`src/rtl/ditfl_pkg.sv`:
```
// Shared types, constants and index arithmetic for the direct index table.
package ditfl_pkg;

    localparam int MODULUS       = 13;
    localparam int INDEX_ENTRIES = 104;
    localparam int DATA_SLOTS    = 64;
    localparam int ROWS          = INDEX_ENTRIES / MODULUS;
    localparam int KEY_LIMIT     = ROWS * MODULUS;

    localparam int KEY_W   = 16;
    localparam int VALUE_W = 64;
    localparam int SLOT_W  = 6;
    localparam int POS_W   = 7;
    localparam int ACT_W   = 2;
    localparam int STAT_W  = 3;

    typedef logic [ACT_W-1:0]   action_t;
    typedef logic [STAT_W-1:0]  status_t;
    typedef logic [SLOT_W-1:0]  slot_t;
    typedef logic [POS_W-1:0]   pos_t;
    typedef logic [VALUE_W-1:0] value_t;
    typedef logic [KEY_W-1:0]   key_t;

    localparam action_t ACT_INSERT = 2'd0;
    localparam action_t ACT_LOOKUP = 2'd1;
    localparam action_t ACT_DELETE = 2'd2;
    localparam action_t ACT_NOP    = 2'd3;

    localparam status_t STAT_OK        = 3'd0;
    localparam status_t STAT_EXISTS    = 3'd1;
    localparam status_t STAT_NOT_FOUND = 3'd2;
    localparam status_t STAT_FULL      = 3'd3;
    localparam status_t STAT_RANGE     = 3'd4;

    // Reciprocal of the modulus scaled by 2**10; exact for every key below the limit.
    localparam logic [6:0] RECIP_13 = 7'd79;

    typedef enum logic [1:0] {
        ST_IDLE,
        ST_INDEX,
        ST_VALUE,
        ST_COMMIT
    } state_t;

    typedef struct packed {
        logic load;
        logic rd_index;
        logic rd_value;
        logic commit;
    } dp_cmd_t;

    // Index entry for an in-range key: (key mod 13) * 8 + key div 13.
    function automatic pos_t key_to_pos(input logic [6:0] k);
        logic [13:0] prod;
        logic [2:0]  quot;
        logic [6:0]  rem;
        prod = k * RECIP_13;
        quot = prod[12:10];
        rem  = k - ({4'b0000, quot} * 7'd13);
        return {rem[3:0], quot};
    endfunction

endpackage

```
`src/rtl/ditfl_ctrl.sv`:
```
// Sequencing state machine for the direct index table.
module ditfl_ctrl
(
    input  logic              clk,
    input  logic              rst_n,
    input  logic              start,
    output logic              busy,
    output logic              done,
    output ditfl_pkg::dp_cmd_t cmd
);

    ditfl_pkg::state_t state_reg;
    ditfl_pkg::state_t state_next;
    logic              done_reg;

    always_ff @(posedge clk or negedge rst_n)
    begin
        if (!rst_n)
        begin
            state_reg <= ditfl_pkg::ST_IDLE;
            done_reg  <= 1'b0;
        end
        else
        begin
            state_reg <= state_next;
            done_reg  <= cmd.commit;
        end
    end

    always_comb
    begin
        state_next = state_reg;
        cmd        = '0;
        unique case (state_reg)
            ditfl_pkg::ST_IDLE:
            begin
                if (start)
                begin
                    cmd.load   = 1'b1;
                    state_next = ditfl_pkg::ST_INDEX;
                end
            end
            ditfl_pkg::ST_INDEX:
            begin
                cmd.rd_index = 1'b1;
                state_next   = ditfl_pkg::ST_VALUE;
            end
            ditfl_pkg::ST_VALUE:
            begin
                cmd.rd_value = 1'b1;
                state_next   = ditfl_pkg::ST_COMMIT;
            end
            ditfl_pkg::ST_COMMIT:
            begin
                cmd.commit = 1'b1;
                state_next = ditfl_pkg::ST_IDLE;
            end
            default:
            begin
                state_next = ditfl_pkg::ST_IDLE;
            end
        endcase
    end

    assign busy = (state_reg != ditfl_pkg::ST_IDLE);
    assign done = done_reg;

endmodule

```
`config.mk`:
```
export PLATFORM = sky130hd
export DESIGN_NAME = ditfl_ctrl
export DESIGN_NICKNAME = d
export VERILOG_FILES = /design/src/rtl/ditfl_pkg.sv /design/src/rtl/ditfl_ctrl.sv
export SDC_FILE = /design/constraint.sdc
export NUM_CORES = 1
export LEC_CHECK = 0
export ABC_AREA = 0
export ABC_CLOCK_PERIOD_IN_PS = 2000
export BUFFER_PORTS_ARGS = -buffer_cell sky130_fd_sc_hd__buf_4
export CORE_AREA = 2 2 39 41
export CTS_CLUSTER_SIZE = 40
export DETAILED_ROUTE_END_ITERATION = 10
export DIE_AREA = 0 0 41 43
export PLACE_DENSITY = 0.34
export SKIP_CTS_REPAIR_TIMING = 1
export SLEW_MARGIN = 40
export SYNTH_ARGS = -nofsm -noshare
export SYNTH_HDL_FRONTEND = slang
export SYNTH_SLANG_ARGS = --single-unit
export TNS_END_PERCENT = 100
```
`constraint.sdc`:
```
create_clock -name clk -period 2 [get_ports clk]
set_clock_uncertainty 0.2 [all_clocks]
set_input_delay 0.1 -clock clk [delete_from_list [all_inputs] [get_ports clk]]
set_output_delay 0.1 -clock clk [all_outputs]
set_load 0.02 [all_outputs]
```
==> Word-level counts from Yosys, hierarchy flattened <==
Cells that the tools add are included.
W data, S select, Z words.
{ "totals": {"reg_bits": 3, "output_inout_bits": 6} }
{ "op_classes": {"n_eq_ne": 4, "muxes": 7, "reduce_logical": 2} }
{ "op_table": {"columns": ["op", "count"], "rows": [
  ["$pmux W2 S4", 1],
  ["$mux W1", 5],
  ["$eq A2 B2 Y1 const B", 2],
  ["$eq A2 B1 Y1 const B", 1],
  ["$logic_not A2 Y1", 1],
  ["$mux W2", 1],
  ["$ne A2 B2 Y1 const B", 1],
  ["$reduce_bool A2 Y1", 1]
]} }

==> Longest topological paths before layout <==
{ "logic_depth": {"ltp_word": 2, "ltp_mapped": 4, "mapped_depth_nobuf": 4} }

==> Least setup slack after synthesis <==
No wires, ideal clock.
{ "synth_timing": {"kind": "register -> register", "from": "register state_reg[0]", "to": "register state_reg[1]", "arrival_time_ns": 1.111, "t_required_ns": 1.675, "path_slack_ns": 0.564, "stages_incl_launch_ff": 5, "path_buffers": 0, "path_cell_list": "dfrtp_1 -> inv_1 -> ha_1 -> nor2b_4 -> mux2_4"} }
{ "synth_via": {"elab_chain_len": 2, "word_cells_on_any_way": 6, "classes_between": "4 x eq/ne; 1 x mux; 1 x reduce/logical"} }
{ "synth_lines": {"columns": ["element", "line", "source"], "rows": [
  ["start: declaration", "ditfl_ctrl.sv:12", "ditfl_pkg::state_t state_reg;"],
  ["start signal: assignment", "ditfl_ctrl.sv:20", "state_reg <= ditfl_pkg::ST_IDLE;"],
  ["start signal: assignment", "ditfl_ctrl.sv:25", "state_reg <= state_next;"],
  ["$eq A2 B2 Y1, or another cell as far along", "ditfl_ctrl.sv:34", "unique case (state_reg)"],
  ["$pmux W2 S4 / $ne A2 B2 Y1 (equally long branches)", null, null]
]} }
Several ways; a longest one is shown, not always the timed one.
A chain may end at the register's enable or synchronous reset.

==> out/metrics.yaml <==
global_route:
  grtUsageTotal: 0.0612
  grt_pass1_wl_um: 662
  grt_max_degree: 5
  grt_overflow: 0
  grt_pass1_vias: 163
  grt_antenna_before_repair: 0
final_layout:
  utilization: 0.242
  regArea_um2: 75.1
  stdcell_count: 47
  area_growth_syn_to_layout_pct: 68.6
  fin_nets: 40
  final_cell_mix: "buf_4 (8), ha_1 (5)"
  drive_gt1_frac: 0.452
  largest_reg_flops: 2
  layout_commonest_cell: "buf_4"
  fill_cells: 153
  num_antenna_cells: 0
  multi_input_area_um2: 113
setup_path:
  ff2ff_setup_slack_ns: 0.47
  reg2reg_from: "state_reg[0]$_DFFE_PN0P_"
  critPathMaxFanout: 4
  end_kind: "output port"
  cp.required_ns: 1.70
  ff2ff_path_depth: 4
  critPathKind: "reg -> out"
  crit_path_start_kind: "register"
  worstPathArrival_ns: 1.28
  r2r-end: "state_reg[1]$_DFFE_PN0P_"
route:
  vias: 162
  first_pass_iters: 4
  ant_nets: 0
  drt_wl_total_um: 383
  drcViolationCount: 0
  via_per_inst: 3.45
  wl_per_cell_um: 8.15
  drt_iter0_markers: 3
synth:
  ys_seq_area_frac: 0.377
  syn_area_per_cell_um2: 12.4
  yosys_warnings: 0
  ys_types: 8
  synthCells: 16
  synthesis.area_um2: 199
  synth-seq-cells: 3
  synth.net_count: 24
worst_hold_path:
  hold_start: "state_reg[0]$_DFFE_PN0P_"
  hp-class: "reg -> reg"
  hold_end: "done$_DFF_PN0_"
  whs_path_depth: 1
clocking:
  cts_buffer_depth: 2
  clk_pin_slew_ns: 0.04
  cts_tree: "yes"
  root_buffer: "clkbuf_4"
  insertion_delay_ns: 0.23
  numCtsBuffers: 3
  h-tree-depth: 1
  clock_sinks: 3
run_status:
  outcome: "complete, no violations"
placement:
  port_buffers: 8
  dp_cells: 40
  place_congestion: 0.611
die:
  num_rows: 14
  die_h_um: 43
  dieArea_um2: 1760
  die-width_um: 41
  ios: 9
  initial_core_util: 0.144
  coreArea_um2: 1380
power:
  p_per_area_nw_per_um2: 1640
  power_mw: 0.551
  leakagePower_nw: 0.176
  peakVddDrop_uv: 490
sta:
  worstMarginPinSlew_ns: 0.130
  finalMaxSlewViolations: 0
  finalSetupTns_ns: 0
  hold_violations: 0
  setup_viol: 0
  fin_crit_ns: 1.58
  max_freq_mhz: 631
  slew_headroom: 0.911
  fin_crit_sh: 0.792
  worst_hold_slack_ns: 0.392
  rsz0062_at_grt: "false"
run:
  drv_cap: 0
kinds of logic after synthesis:
| family | share of synthesized area |
|---|---|
| buf+inv | 0.0566 |
| flops | 0.377 |
| fa+ha+maj | 0.314 |
| simple gates | 0.126 |
| mux | 0.126 |
critical path, stage by stage (launching register included):
cell and delay [ns]:
dfrtp_1 0.40, inv_1 0.10, ha_1 0.22, and2_2 0.19, buf_4 0.15
power breakdown:
| part | internal (mW) | leakage (nW) | switching (mW) |
|---|---|---|---|
| sequential | 0.0940 | 0.0365 | 0.0253 |
| clock | 0.0745 | 0.0150 | 0.0285 |
| combinational | 0.161 | 0.125 | 0.167 |
| total | 0.330 | 0.176 | 0.221 |
Yosys cell counts:
| master | n | area share |
|---|---|---|
| ha_1 | 5 | 0.31 |
| dfrtp_1 | 3 | 0.38 |
| inv_1 | 3 | 0.057 |
| and2_2 | 1 | 0.038 |
| mux2_4 | 1 | 0.075 |
| mux2i_1 | 1 | 0.050 |
| nor2_1 | 1 | 0.019 |
| nor2b_4 | 1 | 0.069 |
stage by stage:
step / area [um2] / setup slack (ns)
finish: 335 / 0.416
global route: 335 / 0.321
CTS: 305 / 0.370
detailed placement: 279 / 0.461
global placement: 279 / 0.489
floorplan: 199 / 0.564
area by class of cell:
class | count | area share
multi-input cells | 10 | 0.336
repair buffers | 11 | 0.269
flip-flops and latches | 3 | 0.224
clock buffers | 4 | 0.0784
well taps | 16 | 0.0597
inverters | 3 | 0.0336
per-layer routing:
metal | global-route usage | part of all wire | up-vias
li1 | - | - | 79
met1 | 0.0641 | 0.44 | 75
met2 | 0.0719 | 0.45 | 8
met3 | 0.0471 | 0.11 | 0
met4 | 0.0600 | 0 | 0
met5 | 0 | 0 | -
worst max path at each step:
stage	startpoint	end	slack [ns]	cells past startpoint
6_report	state_reg[1]$_DFFE_PN0P_	cmd[3]	0.42	4
5_1_grt	state_reg[1]$_DFFE_PN0P_	cmd[3]	0.32	4
4_1_cts	state_reg[1]$_DFFE_PN0P_	cmd[3]	0.37	4
3_5_place_dp	state_reg[1]$_DFFE_PN0P_	state_reg[1]$_DFFE_PN0P_	0.46	4
3_3_place_gp	state_reg[1]$_DFFE_PN0P_	state_reg[1]$_DFFE_PN0P_	0.49	4
2_1_floorplan	state_reg[0]$_DFFE_PN0P_	state_reg[1]$_DFFE_PN0P_	0.56	4
Note: power is estimated with default switching activity, not from simulation.
